[config.mk]
export PLATFORM = sky130hd
export DESIGN_NAME = cross_stencil_threshold_counter_unit
export DESIGN_NICKNAME = d
export VERILOG_FILES = /design/src/cstc_pkg.sv /design/src/cstc_ram.sv /design/src/cstc_scan.sv /design/src/cstc_eval.sv /design/src/cross_stencil_threshold_counter_unit.sv
export SDC_FILE = /design/constraint.sdc
export NUM_CORES = 1
export LEC_CHECK = 0
export BUFFER_PORTS_ARGS = -buffer_cell sky130_fd_sc_hd__buf_2
export CORE_MARGIN = 1.5
export CORE_UTILIZATION = 45
export DETAILED_ROUTE_END_ITERATION = 7
export GPL_TIMING_DRIVEN = 0
export PLACE_DENSITY = 0.71
export SKIP_LAST_GASP = 1
export SYNTH_ARGS = -nofsm -noshare
export SYNTH_HDL_FRONTEND = slang
export SYNTH_HIERARCHICAL = 1
export SYNTH_SLANG_ARGS = --single-unit
[constraint.sdc]
create_clock -name clk -period 14.3 [get_ports clk]
set_input_delay 2.86 -clock clk [delete_from_list [all_inputs] [get_ports clk]]
set_output_delay 2.86 -clock clk [all_outputs]
set_load 0.005 [all_outputs]
[src/cstc_pkg.sv]
// Shared types and constants for the cross stencil threshold counter.
// Used by the raster scan, the stencil evaluator and the top level.
// No dependencies.
`timescale 1ns / 1ps
`default_nettype none

package cstc_pkg;

  // fixed field widths of the stream and configuration ports
  localparam int PIX_IN_W    = 8;
  localparam int COUNT_W     = 12;
  localparam int OUT_TDATA_W = 16;
  localparam int SIZE_W      = 7;
  localparam int THR_W       = 11;
  localparam int CFG_IDX_W   = 2;
  localparam int CFG_DATA_W  = 11;

  // configuration register indexes
  localparam logic [CFG_IDX_W-1:0] CFG_COLUMNS   = 2'd0;
  localparam logic [CFG_IDX_W-1:0] CFG_ROWS      = 2'd1;
  localparam logic [CFG_IDX_W-1:0] CFG_THRESHOLD = 2'd2;

  // reset values and the smallest frame edge
  localparam logic [SIZE_W-1:0] COLUMNS_RESET   = 7'd8;
  localparam logic [SIZE_W-1:0] ROWS_RESET      = 7'd6;
  localparam logic [THR_W-1:0]  THRESHOLD_RESET = 11'd30;
  localparam logic [SIZE_W-1:0] MIN_SIZE        = 7'd3;

  // per-pixel control flags passed from the scan stage to the evaluator
  typedef struct packed {
    logic first_col;
    logic eligible;
    logic frame_end;
  } stage_flags_t;

endpackage

`default_nettype wire

[src/cstc_ram.sv]
// Generic simple RAM: one write port, two read ports, registered read data.
// Holds the two line stores of the stencil. No dependencies.
`timescale 1ns / 1ps
`default_nettype none

module cstc_ram #(
  parameter int WIDTH = 16,
  parameter int DEPTH = 64
) (
  input  logic                                     clk,
  input  logic                                     wr_en,
  input  logic [((DEPTH > 1) ? $clog2(DEPTH) : 1)-1:0] wr_addr,
  input  logic [WIDTH-1:0]                         wr_data,
  input  logic                                     rd_en,
  input  logic [((DEPTH > 1) ? $clog2(DEPTH) : 1)-1:0] rd_addr_a,
  input  logic [((DEPTH > 1) ? $clog2(DEPTH) : 1)-1:0] rd_addr_b,
  output logic [WIDTH-1:0]                         rd_data_a,
  output logic [WIDTH-1:0]                         rd_data_b
);

  logic [WIDTH-1:0] mem [DEPTH];

  // write port
  always_ff @(posedge clk) begin
    if (wr_en) begin
      mem[wr_addr] <= wr_data;
    end
  end

  // two registered read ports, held while no read is issued
  always_ff @(posedge clk) begin
    if (rd_en) begin
      rd_data_a <= mem[rd_addr_a];
      rd_data_b <= mem[rd_addr_b];
    end
  end

endmodule

`default_nettype wire

[src/cstc_scan.sv]
// Raster scan stage: tracks row and column of the incoming pixel, issues
// line store reads and registers the pixel with its flags. Uses cstc_pkg.
`timescale 1ns / 1ps
`default_nettype none

module cstc_scan import cstc_pkg::*; #(
  parameter int MAX_COLUMNS = 64,
  parameter int MAX_ROWS    = 64,
  parameter int PIXEL_BITS  = 8
) (
  input  logic                clk,
  input  logic                rst,
  input  logic                s_tvalid,
  output logic                s_tready,
  input  logic [PIX_IN_W-1:0] s_tdata,
  input  logic [SIZE_W-1:0]   image_columns,
  input  logic [SIZE_W-1:0]   image_rows,
  input  logic                hold,
  output logic                rd_en,
  output logic [((MAX_COLUMNS > 1) ? $clog2(MAX_COLUMNS) : 1)-1:0] rd_addr_a,
  output logic [((MAX_COLUMNS > 1) ? $clog2(MAX_COLUMNS) : 1)-1:0] rd_addr_b,
  output logic                s1_valid,
  output stage_flags_t        s1_flags,
  output logic [((MAX_COLUMNS > 1) ? $clog2(MAX_COLUMNS) : 1)-1:0] s1_col,
  output logic [((PIXEL_BITS < PIX_IN_W) ? PIXEL_BITS : PIX_IN_W)-1:0] s1_pix
);

  localparam int COL_W = (MAX_COLUMNS > 1) ? $clog2(MAX_COLUMNS) : 1;
  localparam int ROW_W = (MAX_ROWS > 1) ? $clog2(MAX_ROWS) : 1;
  localparam int PW    = (PIXEL_BITS < PIX_IN_W) ? PIXEL_BITS : PIX_IN_W;
  localparam int CW1   = (COL_W + 1 > SIZE_W) ? COL_W + 1 : SIZE_W;
  localparam int RW1   = (ROW_W + 1 > SIZE_W) ? ROW_W + 1 : SIZE_W;

  logic [COL_W-1:0] col;
  logic [ROW_W-1:0] row;
  logic [CW1-1:0]   cols_eff;
  logic [RW1-1:0]   rows_eff;
  logic [CW1-1:0]   col_inc;
  logic [RW1-1:0]   row_inc;
  logic             last_col;
  logic             last_row;
  logic             row_ok;
  logic             accept;
  stage_flags_t     flags;

  // clamp the configured frame size to the supported range
  always_comb begin
    if (image_columns < MIN_SIZE) begin
      cols_eff = CW1'(MIN_SIZE);
    end else if (CW1'(image_columns) > CW1'(MAX_COLUMNS)) begin
      cols_eff = CW1'(MAX_COLUMNS);
    end else begin
      cols_eff = CW1'(image_columns);
    end
    if (image_rows < MIN_SIZE) begin
      rows_eff = RW1'(MIN_SIZE);
    end else if (RW1'(image_rows) > RW1'(MAX_ROWS)) begin
      rows_eff = RW1'(MAX_ROWS);
    end else begin
      rows_eff = RW1'(image_rows);
    end
  end

  // position decode for the pixel on the input
  always_comb begin
    col_inc         = CW1'(col) + CW1'(1);
    row_inc         = RW1'(row) + RW1'(1);
    last_col        = (col_inc >= cols_eff);
    last_row        = (row_inc >= rows_eff);
    row_ok          = (RW1'(row) >= RW1'(2)) && (RW1'(row) < rows_eff);
    flags.first_col = (col == '0);
    flags.eligible  = row_ok && (col != '0) && !last_col;
    flags.frame_end = last_col && last_row;
  end

  assign s_tready = !hold;
  assign accept   = s_tvalid && s_tready;

  // line store reads for this column and the one to its right
  assign rd_en     = accept;
  assign rd_addr_a = col;
  assign rd_addr_b = (col == COL_W'(MAX_COLUMNS - 1)) ? '0 : col + COL_W'(1);

  // raster position counters
  always_ff @(posedge clk) begin
    if (rst) begin
      col <= '0;
      row <= '0;
    end else if (accept) begin
      if (last_col) begin
        col <= '0;
        if (last_row) begin
          row <= '0;
        end else begin
          row <= ROW_W'(row_inc);
        end
      end else begin
        col <= COL_W'(col_inc);
      end
    end
  end

  // stage register toward the evaluator, held while it stalls
  always_ff @(posedge clk) begin
    if (rst) begin
      s1_valid <= 1'b0;
    end else if (!hold) begin
      s1_valid <= accept;
    end
  end

  always_ff @(posedge clk) begin
    if (accept) begin
      s1_flags <= flags;
      s1_col   <= col;
      s1_pix   <= s_tdata[PW-1:0];
    end
  end

  // a read never hits the entry that the evaluator writes back in the same cycle
  a_no_rw_collision: assert property (@(posedge clk) disable iff (rst)
    rd_en && s1_valid && !hold |-> (rd_addr_a != s1_col) && (rd_addr_b != s1_col))
    else $error("line store read collides with write back");

  // the row always wraps to column zero
  a_col_wrap: assert property (@(posedge clk) disable iff (rst)
    accept && last_col |=> col == '0)
    else $error("column did not wrap at end of row");

  // the last pixel of a frame is never a stencil position
  a_frame_end_not_eligible: assert property (@(posedge clk) disable iff (rst)
    s1_valid && s1_flags.frame_end |-> !s1_flags.eligible)
    else $error("frame end pixel flagged as stencil position");

endmodule

`default_nettype wire

[src/cstc_eval.sv]
// Stencil evaluator: forms the cross sum from the line store data, counts
// hits, writes the rows back and holds the frame result. Uses cstc_pkg.
`timescale 1ns / 1ps
`default_nettype none

module cstc_eval import cstc_pkg::*; #(
  parameter int MAX_COLUMNS = 64,
  parameter int PIXEL_BITS  = 8
) (
  input  logic                   clk,
  input  logic                   rst,
  input  logic                   s1_valid,
  input  stage_flags_t           s1_flags,
  input  logic [((MAX_COLUMNS > 1) ? $clog2(MAX_COLUMNS) : 1)-1:0] s1_col,
  input  logic [((PIXEL_BITS < PIX_IN_W) ? PIXEL_BITS : PIX_IN_W)-1:0] s1_pix,
  input  logic [2*((PIXEL_BITS < PIX_IN_W) ? PIXEL_BITS : PIX_IN_W)-1:0] rd_data_a,
  input  logic [2*((PIXEL_BITS < PIX_IN_W) ? PIXEL_BITS : PIX_IN_W)-1:0] rd_data_b,
  input  logic [THR_W-1:0]       star_threshold,
  output logic                   hold,
  output logic                   wr_en,
  output logic [((MAX_COLUMNS > 1) ? $clog2(MAX_COLUMNS) : 1)-1:0] wr_addr,
  output logic [2*((PIXEL_BITS < PIX_IN_W) ? PIXEL_BITS : PIX_IN_W)-1:0] wr_data,
  output logic                   m_tvalid,
  input  logic                   m_tready,
  output logic [OUT_TDATA_W-1:0] m_tdata
);

  localparam int PW    = (PIXEL_BITS < PIX_IN_W) ? PIXEL_BITS : PIX_IN_W;
  localparam int SUM_W = (PW + 3 > THR_W) ? PW + 3 : THR_W;

  logic [PW-1:0]      up_c;
  logic [PW-1:0]      mid_c;
  logic [PW-1:0]      mid_right;
  logic [PW-1:0]      mid_left;
  logic [PW-1:0]      left_eff;
  logic [SUM_W-1:0]   sum;
  logic               hit;
  logic               fire;
  logic [COUNT_W-1:0] count;
  logic [COUNT_W-1:0] count_next;
  logic [COUNT_W-1:0] out_count;

  // line store entry layout: upper row in the high half, middle row low
  assign up_c      = rd_data_a[2*PW-1:PW];
  assign mid_c     = rd_data_a[PW-1:0];
  assign mid_right = rd_data_b[PW-1:0];
  assign left_eff  = s1_flags.first_col ? '0 : mid_left;

  // cross sum and threshold compare
  always_comb begin
    sum = SUM_W'(up_c) + SUM_W'(left_eff) + SUM_W'(mid_c) + SUM_W'(mid_right)
        + SUM_W'(s1_pix);
    hit = s1_flags.eligible && (sum > SUM_W'(star_threshold));
    count_next = count + COUNT_W'(hit);
  end

  // stall only when a frame result meets a result not yet taken
  assign hold = s1_valid && s1_flags.frame_end && m_tvalid && !m_tready;
  assign fire = s1_valid && !hold;

  // write back: middle row moves up, new pixel becomes the middle row
  assign wr_en   = fire;
  assign wr_addr = s1_col;
  assign wr_data = {mid_c, s1_pix};

  // left neighbor is the middle row value read for the previous column
  always_ff @(posedge clk) begin
    if (fire) begin
      mid_left <= mid_c;
    end
  end

  // running count of the frame
  always_ff @(posedge clk) begin
    if (rst) begin
      count <= '0;
    end else if (fire) begin
      if (s1_flags.frame_end) begin
        count <= '0;
      end else begin
        count <= count_next;
      end
    end
  end

  // result register
  always_ff @(posedge clk) begin
    if (rst) begin
      m_tvalid <= 1'b0;
    end else if (fire && s1_flags.frame_end) begin
      m_tvalid <= 1'b1;
    end else if (m_tready) begin
      m_tvalid <= 1'b0;
    end
  end

  always_ff @(posedge clk) begin
    if (fire && s1_flags.frame_end) begin
      out_count <= count_next;
    end
  end

  assign m_tdata = {{(OUT_TDATA_W - COUNT_W){1'b0}}, out_count};

  // a stalled pixel must not be counted twice
  a_hold_keeps_count: assert property (@(posedge clk) disable iff (rst)
    hold |=> $stable(count))
    else $error("count changed while stage stalled");

  // end of frame raises a result and restarts the count
  a_frame_result: assert property (@(posedge clk) disable iff (rst)
    fire && s1_flags.frame_end |=> m_tvalid && (count == '0))
    else $error("frame end did not produce a result");

  // border pixels never move the count
  a_border_no_count: assert property (@(posedge clk) disable iff (rst)
    fire && !s1_flags.eligible && !s1_flags.frame_end |=> count == $past(count))
    else $error("count moved on a border pixel");

endmodule

`default_nettype wire

[src/cross_stencil_threshold_counter_unit.sv]
// Cross stencil threshold counter, top level. Takes one pixel per clock in
// raster order while the input is not stalled; the scan stage and evaluator
// take a new pixel while passing the last on, and the single line store RAM
// is read once (two ports) and written once per pixel. The last pixel of a
// frame passes the scan stage register, then the evaluator loads the frame
// count into the result register. The input stalls only while a finished
// count waits for the result port and the next frame has already reached its
// last pixel. The line stores need no clearing after reset; counting positions
// start in the third row, once both rows above have been written.
// Depends on cstc_pkg, cstc_scan, cstc_eval and cstc_ram.
`timescale 1ns / 1ps
`default_nettype none

module cross_stencil_threshold_counter_unit import cstc_pkg::*; #(
  parameter int MAX_COLUMNS = 64,
  parameter int MAX_ROWS    = 64,
  parameter int PIXEL_BITS  = 8
) (
  input  logic                   clk,
  input  logic                   rst,
  input  logic                   s_tvalid,
  output logic                   s_tready,
  input  logic [PIX_IN_W-1:0]    s_tdata,   // [7:0] pixel_value
  output logic                   m_tvalid,
  input  logic                   m_tready,
  output logic [OUT_TDATA_W-1:0] m_tdata,   // [11:0] star_count, [15:12] zero
  input  logic                   cfg_valid,
  output logic                   cfg_ready,
  input  logic [CFG_IDX_W-1:0]   cfg_index,
  input  logic [CFG_DATA_W-1:0]  cfg_data
);

  localparam int COL_W = (MAX_COLUMNS > 1) ? $clog2(MAX_COLUMNS) : 1;
  localparam int PW    = (PIXEL_BITS < PIX_IN_W) ? PIXEL_BITS : PIX_IN_W;

  logic [SIZE_W-1:0] image_columns;
  logic [SIZE_W-1:0] image_rows;
  logic [THR_W-1:0]  star_threshold;

  logic              hold;
  logic              rd_en;
  logic [COL_W-1:0]  rd_addr_a;
  logic [COL_W-1:0]  rd_addr_b;
  logic [2*PW-1:0]   rd_data_a;
  logic [2*PW-1:0]   rd_data_b;
  logic              wr_en;
  logic [COL_W-1:0]  wr_addr;
  logic [2*PW-1:0]   wr_data;
  logic              s1_valid;
  stage_flags_t      s1_flags;
  logic [COL_W-1:0]  s1_col;
  logic [PW-1:0]     s1_pix;

  // configuration registers, writes always taken
  assign cfg_ready = 1'b1;

  always_ff @(posedge clk) begin
    if (rst) begin
      image_columns  <= COLUMNS_RESET;
      image_rows     <= ROWS_RESET;
      star_threshold <= THRESHOLD_RESET;
    end else if (cfg_valid) begin
      case (cfg_index)
        CFG_COLUMNS:   image_columns  <= cfg_data[SIZE_W-1:0];
        CFG_ROWS:      image_rows     <= cfg_data[SIZE_W-1:0];
        CFG_THRESHOLD: star_threshold <= cfg_data[THR_W-1:0];
        default: begin
        end
      endcase
    end
  end

  // raster scan and read issue
  cstc_scan #(
    .MAX_COLUMNS (MAX_COLUMNS),
    .MAX_ROWS    (MAX_ROWS),
    .PIXEL_BITS  (PIXEL_BITS)
  ) u_scan (
    .clk           (clk),
    .rst           (rst),
    .s_tvalid      (s_tvalid),
    .s_tready      (s_tready),
    .s_tdata       (s_tdata),
    .image_columns (image_columns),
    .image_rows    (image_rows),
    .hold          (hold),
    .rd_en         (rd_en),
    .rd_addr_a     (rd_addr_a),
    .rd_addr_b     (rd_addr_b),
    .s1_valid      (s1_valid),
    .s1_flags      (s1_flags),
    .s1_col        (s1_col),
    .s1_pix        (s1_pix)
  );

  // both line stores, one entry per column
  cstc_ram #(
    .WIDTH (2 * PW),
    .DEPTH (MAX_COLUMNS)
  ) u_line_ram (
    .clk       (clk),
    .wr_en     (wr_en),
    .wr_addr   (wr_addr),
    .wr_data   (wr_data),
    .rd_en     (rd_en),
    .rd_addr_a (rd_addr_a),
    .rd_addr_b (rd_addr_b),
    .rd_data_a (rd_data_a),
    .rd_data_b (rd_data_b)
  );

  // cross sum, count and result
  cstc_eval #(
    .MAX_COLUMNS (MAX_COLUMNS),
    .PIXEL_BITS  (PIXEL_BITS)
  ) u_eval (
    .clk            (clk),
    .rst            (rst),
    .s1_valid       (s1_valid),
    .s1_flags       (s1_flags),
    .s1_col         (s1_col),
    .s1_pix         (s1_pix),
    .rd_data_a      (rd_data_a),
    .rd_data_b      (rd_data_b),
    .star_threshold (star_threshold),
    .hold           (hold),
    .wr_en          (wr_en),
    .wr_addr        (wr_addr),
    .wr_data        (wr_data),
    .m_tvalid       (m_tvalid),
    .m_tready       (m_tready),
    .m_tdata        (m_tdata)
  );

endmodule

`default_nettype wire

==> results of run 1 <==
==> worst reg2reg max path: cells and delay by family (launching register included) <==
kind / cells / cell delay, ns
adder cells (fa/ha/maj): 8 / 3.01
buffers and inverters: 2 / 0.12
AO/OA/AOI/OAI: 6 / 1.15
flip-flops: 1 / 0.39
XOR/XNOR: 1 / 0.14
AND/OR/NAND/NOR: 4 / 0.70
==> state kept, by name (all words and copies together), names as in the netlist <==
register and count:
image_rows 7, u_scan/s1_flags 3, u_eval/mid_left 8, u_scan/s1_valid 1, u_line_ram/mem 1024, u_scan/s1_col 6
image_columns 7, u_line_ram/rd_data_b 8, star_threshold 11, u_scan/s1_pix 8, u_eval/m_tvalid 1, u_eval/count 12
u_scan/row 6, u_line_ram/rd_data_a 16, u_eval/out_count 12, u_scan/rd_addr_a 6
==> final cells by class <==
type | instances | share of cell area [%]
clock inverters | 65 | 1.373
repair buffers | 95 | 1.843
flip-flops and latches | 1136 | 58.09
well taps | 1500 | 3.244
plain buffers | 256 | 2.781
clock buffers | 141 | 5.158
inverters | 97 | 0.6294
multi-input cells | 1393 | 26.88
==> where the power goes <==
| group | leakage [nW] | internal (mW) | switching, mW |
|---|---|---|---|
| Combinational | 6.47 | 0.359 | 0.544 |
| Clock | 1.85 | 1.77 | 1.26 |
| Sequential | 10.2 | 3.69 | 0.0152 |
==> how the worst min path moves through the flow <==
stage,start,endpoint,slack [ns],cells after the start
finish,star_threshold[7],star_threshold[7],0.48,2
global route,u_scan/rd_addr_a[2],u_scan/s1_col[2],0.48,0
CTS,u_eval/count[0],u_eval/count[0],0.47,2
detailed placement,u_scan/rd_addr_a[2],u_scan/s1_col[2],0.46,0
global placement,u_eval/count[0],u_eval/count[0],0.45,2
floorplan,u_scan/rd_addr_a[2],u_scan/s1_col[2],0.43,0
==> metal layers <==
metal  part of all wire, %  vias to the layer above  wire length, µm  track usage [%]
met4                   5.4                       10             7729            11.23
li1                      -                    11990                -                -
met1                    38                    14960            54150            33.46
met5                 0.048                        -               69                0
met3                    12                      388            16740            6.015
met2                    45                     1891            63920            37.46
==> layout by cell type, fill, tap and decap left out, drive strengths merged, types with 48 or more instances in the layout <==
| cell | count |
|---|---|
| mux4 | 312 |
| mux2i | 139 |
| dfxtp | 51 |
| nand2b | 49 |
| a21oi | 50 |
| o22ai | 56 |
| mux2 | 114 |
| inv | 96 |
| nor2 | 123 |
| o21ai | 48 |
| a211oi | 74 |
| nand2 | 93 |
| edfxtp | 1085 |
| clkbuf | 201 |
| clkinv | 48 |
| buf | 291 |
==> through the flow <==
step	setup WS, ns	std cells	total power, mW	utilization, %
2_1_floorplan	8.273	2882	4.377	-
3_3_place_gp	7.213	4421	4.642	47.21
3_5_place_dp	7.955	4477	4.658	48.13
4_1_cts	7.947	4683	7.651	51.49
5_1_grt	7.886	4683	7.856	51.49
6_report	7.941	4683	7.631	51.49
==> summary.md, run 1 <==
| Metric | Value |
|---|---|
| Result of the run | `complete, but fails checks` |
| Violated checks | `DRC` |
| Sum of negative setup slack | `0 ns` |
| Synth warnings | `6` |
| Worst slew margin | `6.671%` |
| Highest ir drop seen on vdd | `between 0.1 and 0.15 mV` |
| Worst clock skew | `between 0.07 and 0.08 ns` |
| Area added between synthesis and finish | `13.54%` |
| Total stage count of the critical path | `5` |
| Slowest stage cell on the critical path | `nand4b_1` |
| Global router's overall resource usage | `between 20 and 25%` |
| Insertion delay to the later sink of the worst-skew pair | `0.74 ns` |
| DRT iter0 DRCs | `4337` |
| Filler Cells Inserted | `8920` |
| Average wire per standard cell | `30.45 µm` |
| Number of vias per cell | `6.242` |
| H-Tree Level Count | `3` |
| DP Wirelength | `a little under 100000 µm` |
| Buffer cell driving the clock tree root | `clkbuf_16` |
| Instance area at placement | `54070 µm²` |
| Share of the clock period used by the worst path | `44.47%` |
| Critical Path, Cell by Cell | `buf_2 > nand4b_1 > inv_1 > inv_1 > buf_2` |
| Antenna diode count | `0` |
| Average cell area after synthesis | `17.70 µm²` |
| CTS sink count | `1136` |
| Final weighted congestion in routability-driven placement | `1.026` |
| CP Capture Type | `output pin` |
| Via count of the first global-routing pass | `between 20k and 30k` |
| Class of the tightest hold or removal check | `reg -> reg` |
| Initial antenna violation count | `5` |
| Remaining number of nets flagged by the antenna check after routing | `0` |
| Total area of multi-input combinational cells | `15550 µm²` |
| Post-detailed-route DRC marker count | `1` |
| Total congestion overflow after global routing | `0` |
| Starting utilization of the core area | `45.35%` |
| Max clock buf depth | `3` |
| Fin area | `between 50000 and 60000 µm²` |
| Slew of the pin with the lowest slew margin | `around 1.4 ns` |
| Worst path buffer plus inverter count | `4` |
| Max-capacitance violation count | `0` |
| Mapped Cells | `2879` |
| Total setup violations reported at the end of the flow | `0` |
| Number of top-level pins | `45` |
| RSZ-0062 raised after global routing | `no` |
| Synth Cell Area | `between 50000 and 60000 µm²` |
| Top cell family by delay on the critical path | `buffers and inverters` |
| Capture point of the worst reg-to-reg path | `u_eval/out_count[6]` |
| Number of gates resized after cts | `0` |
| Floorplan row count | `123` |
| Clock buffer count from CTS | `roughly 110` |
| Count of endpoints failing hold in the final timing report | `0` |
| Fraction of final layout cells sized beyond drive strength 1 | `30.03%` |
| Data required time at the worst endpoint | `11.44 ns` |
| Hold buffer count at cts | `0` |
| Detailed-routing iteration count for the pre-antenna-repair pass | `8` |
| X dimension of the die | `339.5 µm` |
| Startpoint of the worst setup timing path | `m_tready` |
| Worst flop-to-flop path startpoint | `u_line_ram/rd_data_a[1]` |
| Number of buffers inserted to repair setup after CTS | `0` |
| Total area of sequential cells | `33600 µm²` |
| Final period demand of the worst path | `roughly 6.4 ns` |
| Worst Setup Path Type | `in -> out` |
| Biggest fanout along the worst timing path | `3` |
| Fin. max-slew vios | `0` |
| Buffers added on ports | `39` |
| Die height | `339.5 µm` |
| TritonCTS clock tree | `done` |
| Hold slack final | `0.4808 ns` |
| Critical path arrival | `between 3 and 4 ns` |
| Leak | `18.51 nW` |
| Maximum number of pins on one net before global-route repair | `65` |
| Area inside the core boundary | `between 100000 and 150000 µm²` |
| Clk slew on worst S/H paths | `0.05 ns` |
| Crit-path max cell delay | `approximately 0.22 ns` |
| Fmax | `roughly 160 MHz` |
| Setup slack on the worst flop-to-flop path | `8.54 ns` |
| Final routed wirelength across all metal layers | `142600 µm` |
| Number of cells on the worst reg-to-reg path | `21` |
| Critical Path End | `s_tready` |
| Total power divided by cell area | `131.9 nW/µm²` |
| Die area | `115300 µm²` |
| First-pass GRT wire length | `around 200000 µm` |
| Number of nets in the layout | `3187` |
| Kind of start point of the critical path | `input port` |
| Vias after detailed routing | `just under 30k` |
Power figures use the tool's default switching activity.
==> run 2, diff against run 1 <==
--- a/config.mk
+++ b/config.mk
@@ -10,7 +10,7 @@
 export CORE_UTILIZATION = 45
 export DETAILED_ROUTE_END_ITERATION = 7
 export GPL_TIMING_DRIVEN = 0
-export PLACE_DENSITY = 0.71
+export PLACE_DENSITY = 0.73
 export SKIP_LAST_GASP = 1
 export SYNTH_ARGS = -nofsm -noshare
 export SYNTH_HDL_FRONTEND = slang
==> constraint.sdc (replaced) <==
create_clock -name clk -period 5.8 [get_ports clk]
set_input_delay 1.16 -clock clk [delete_from_list [all_inputs] [get_ports clk]]
set_output_delay 1.16 -clock clk [all_outputs]
set_load 0.005 [all_outputs]
==> summary.md, run 2 (same netlist as run 1, synthesis figures left out) <==
| Metric | Value |
|---|---|
| Result of the run | `complete, but fails checks` |
| Violated checks | `DRC` |
| Total instance count after detailed placement | `4483 (+0.13%)` |
| DP Wirelength | `97080 µm (-0.10%)` |
| Worst flop-to-flop path startpoint | `u_line_ram/rd_data_a[3]` |
| Kind of start point of the critical path | `register` |
| Smallest setup slack after layout | `0.1819 ns (-7.759 ns)` |
| Highest ir drop seen on vdd | `0.2565 mV (+160%)` |
| Max-capacitance violation count | `0 (unchanged)` |
| Die area | `115300 µm² (unchanged)` |
| Number of cells on the worst reg-to-reg path | `23 (+9.5%)` |
| Share of the clock period used by the worst path | `96.86%` |
| Data required time at the worst endpoint | `6.23 ns (-5.21 ns)` |
| Remaining number of nets flagged by the antenna check after routing | `0 (unchanged)` |
| TritonCTS clock tree | `done` |
| Number of nets in the layout | `3198 (+0.35%)` |
| Top cell family by delay on the critical path | `adder cells` |
| Detailed-routing iteration count for the pre-antenna-repair pass | `8 (unchanged)` |
| Registers with the most flip-flops | `u_line_ram/mem x1024, u_line_ram/rd_data_a x16` |
| Most common cell on crit path | `inv_1` |
| Filler-free cell count of the finished design | `4697 (+0.30%)` |
| WHS Path Cells | `2 (unchanged)` |
| Global router's overall resource usage | `24.30% (-0.26 points)` |
| Initial antenna violation count | `1 (-4)` |
| Starting utilization of the core area | `45.35% (unchanged)` |
| Worst hold start | `u_eval/count[0]` |
| Clk slew on worst S/H paths | `0.07 ns (+0.02 ns)` |
| Worst Setup Path Type | `reg -> reg` |
| X dimension of the die | `339.5 µm (unchanged)` |
| Fraction of final layout cells sized beyond drive strength 1 | `30.57% (+0.53 points)` |
| Fmax | `around 180 MHz` |
| Power dissipated by switching net loads | `4.548 mW (+150%)` |
| Critical path arrival | `6.05 ns (+2.55 ns)` |
| Worst clock skew | `0.04099 ns (-0.03482 ns)` |
| Setup slack on the worst flop-to-flop path | `0.18 ns (-8.36 ns)` |
| Post-detailed-route DRC marker count | `2 (+1)` |
| Biggest fanout along the worst timing path | `6 (+3)` |
| Sw frac | `24.64% (+0.78 points)` |
| Die height | `339.5 µm (unchanged)` |
| Slew of the pin with the lowest slew margin | `1.223 ns (-0.1687 ns)` |
| Via count of the first global-routing pass | `28.76k (+0.62%)` |
| Worst slew margin | `18.48% (+12 points)` |
| Largest register FFs | `1024 (unchanged)` |
| Final weighted congestion in routability-driven placement | `1.038 (+1.1%)` |
| Biggest register | `u_line_ram/mem` |
| CTS sink count | `1136 (unchanged)` |
| Post-layout utilization of the core | `51.48% (about the same)` |
| H-Tree Level Count | `3 (unchanged)` |
| Hold slack final | `0.4644 ns (-0.01640 ns)` |
| Most frequent standard cell in the layout excluding fill and tap cells | `edfxtp_1` |
| Number of vias per cell | `6.167 (-1.2%)` |
| Total power divided by cell area | `319.1 nW/µm² (+140%)` |
| Slowest stage cell on the critical path | `fa_1` |
| Number of top-level pins | `45 (unchanged)` |
| Average wire per standard cell | `30.08 µm (-1.2%)` |
| Class of the tightest hold or removal check | `reg -> reg` |
| Maximum number of pins on one net before global-route repair | `65 (unchanged)` |
| DRT iter0 DRCs | `3975 (-8.3%)` |
| Pre-CTS setup slack | `0.05083 ns (-7.904 ns)` |
| Area inside the core boundary | `112300 µm² (unchanged)` |
| Worst path buffer plus inverter count | `5 (+1)` |
| Crit-path max cell delay | `0.54 ns (+0.32 ns)` |
| Clock buffer count from CTS | `113 (unchanged)` |
| Area added between synthesis and finish | `13.52% (about the same)` |
| Hold buffer count at cts | `0 (unchanged)` |
| Relative contribution of combinational cells to total power | `12.7% (+0.9 points)` |
| Instance area at placement | `54210 µm² (+0.27%)` |
| Top library cells by usage in the layout, fill and taps aside | `edfxtp_1, mux4_2, mux2i_1, clkbuf_16, mux2_2` |
| Total congestion overflow after global routing | `0 (unchanged)` |
| Final period demand of the worst path | `5.618 ns` |
| Count of endpoints failing hold in the final timing report | `0 (unchanged)` |
| Fin area | `57840 µm² (about the same)` |
| Final routed wirelength across all metal layers | `141300 µm (-0.94%)` |
| Capture point of the worst reg-to-reg path | `u_eval/out_count[11]` |
| Critical Path, Cell by Cell | `inv_1 > fa_1 > inv_1 > fa_1 > inv_1 > fa_1 > inv_1 > ha_2 > a21oi_4 > o22ai_2 > o41ai_2 > xnor2_1 > ha_1 > and4_4 > nand3_1 > o21bai_1 > a31oi_1 > ha_2 > buf_4 > and4_4 > and3_4 > nand2_1 > xnor2_1` |
| CP Capture Type | `register` |
| Max clock buf depth | `3 (unchanged)` |
| First-pass GRT wire length | `201900 µm (-0.49%)` |
| Buffers added on ports | `39 (unchanged)` |
| Floorplan row count | `123 (unchanged)` |
| End point of the worst hold path | `u_eval/count[0]` |
| Fin. max-slew vios | `0 (unchanged)` |
| Buffer cell driving the clock tree root | `clkbuf_16` |
| Leak | `18.44 nW (-0.40%)` |
| Overall power after layout | `18.46 mW (+140%)` |
| Sum of negative setup slack | `0 ns (unchanged)` |
| Total setup violations reported at the end of the flow | `0 (unchanged)` |
| Insertion delay to the later sink of the worst-skew pair | `0.71 ns (-0.03 ns)` |
| Vias after detailed routing | `28.97k (-0.90%)` |
| Clock share of power | `37.9% (-1.8 points)` |
| Sequential fraction of design power | `49.4% (+0.9 points)` |
| Internal power summed over all cells | `13.91 mW (+140%)` |
==> run 2: cell types whose count changed in the layout (fill, tap and decap cells not counted), moves of 4 or more <==
cell / change
buf_16: +5
ha_1: -5
buf_4: +5
clkinvlp_4: +7
clkinv_1: +9
bufinv_16: -10
a21oi_1: -4
==> run 2: worst reg2reg max path, cell delays in order, from the launching register on <==
cell      delay, ns
edfxtp_1       0.46
inv_1          0.10
fa_1           0.54
inv_1          0.05
fa_1           0.50
inv_1          0.05
fa_1           0.52
inv_1          0.05
ha_2           0.32
a21oi_4        0.18
o22ai_2        0.10
o41ai_2        0.32
xnor2_1        0.16
ha_1           0.32
and4_4         0.21
nand3_1        0.08
o21bai_1       0.16
a31oi_1        0.20
ha_2           0.25
buf_4          0.12
and4_4         0.26
and3_4         0.21
nand2_1        0.06
xnor2_1        0.13
==> run 2: layer usage <==
layer	global-route usage [%]	vias to the layer above	wire (µm)
met5	0	-	0
met1	32.61	14950	53730
met2	37.49	1690	64950
met4	10.17	0	6553
met3	6.670	318	16030
li1	-	12010	-
==> run 2: worst max-delay path by stage <==
stage                                  startpoint              endpoint  cells past startpoint  slack (ns)
after global routing      u_line_ram/rd_data_b[1]  u_eval/out_count[11]                     22       -0.05
after floorplan           u_line_ram/rd_data_a[1]   u_eval/out_count[6]                     21        0.58
after detailed placement  u_line_ram/rd_data_a[2]   u_eval/out_count[6]                     22        0.05
after global placement    u_line_ram/rd_data_a[2]   u_eval/out_count[6]                     22        0.09
after CTS                 u_line_ram/rd_data_a[2]   u_eval/out_count[6]                     22        0.02
final                     u_line_ram/rd_data_a[3]  u_eval/out_count[11]                     23        0.18
==> run 2: power groups by stage <==
stage | Combinational, mW | Sequential, mW | Clock (mW)
global placement | 2.15 | 9.30 | 0
floorplan | 1.52 | 9.28 | 0
finish | 2.34 | 9.13 | 6.99
detailed placement | 2.19 | 9.30 | 0
CTS | 2.21 | 9.12 | 7.08
global route | 2.52 | 9.13 | 7.38
==> run 2: repair_timing <==
item | CTS | global route
setup buffers | 0 | 5
gates resized for setup | 0 | 21
setup endpoints to repair | 0 | 11
==> run 2: cell type report <==
| cell class | instances | area [µm²] |
|---|---|---|
| fill | 8962 | 54510 |
| buffer | 256 | 1609 |
| sequential | 1136 | 33600 |
| antenna | 1 | 2.502 |
| clock buffer | 137 | 2939 |
| multi-input combinational | 1393 | 15640 |
| inverter | 97 | 364.1 |
| timing repair buffer | 106 | 1245 |
| clock inverter | 71 | 559.3 |
| tap | 1500 | 1877 |
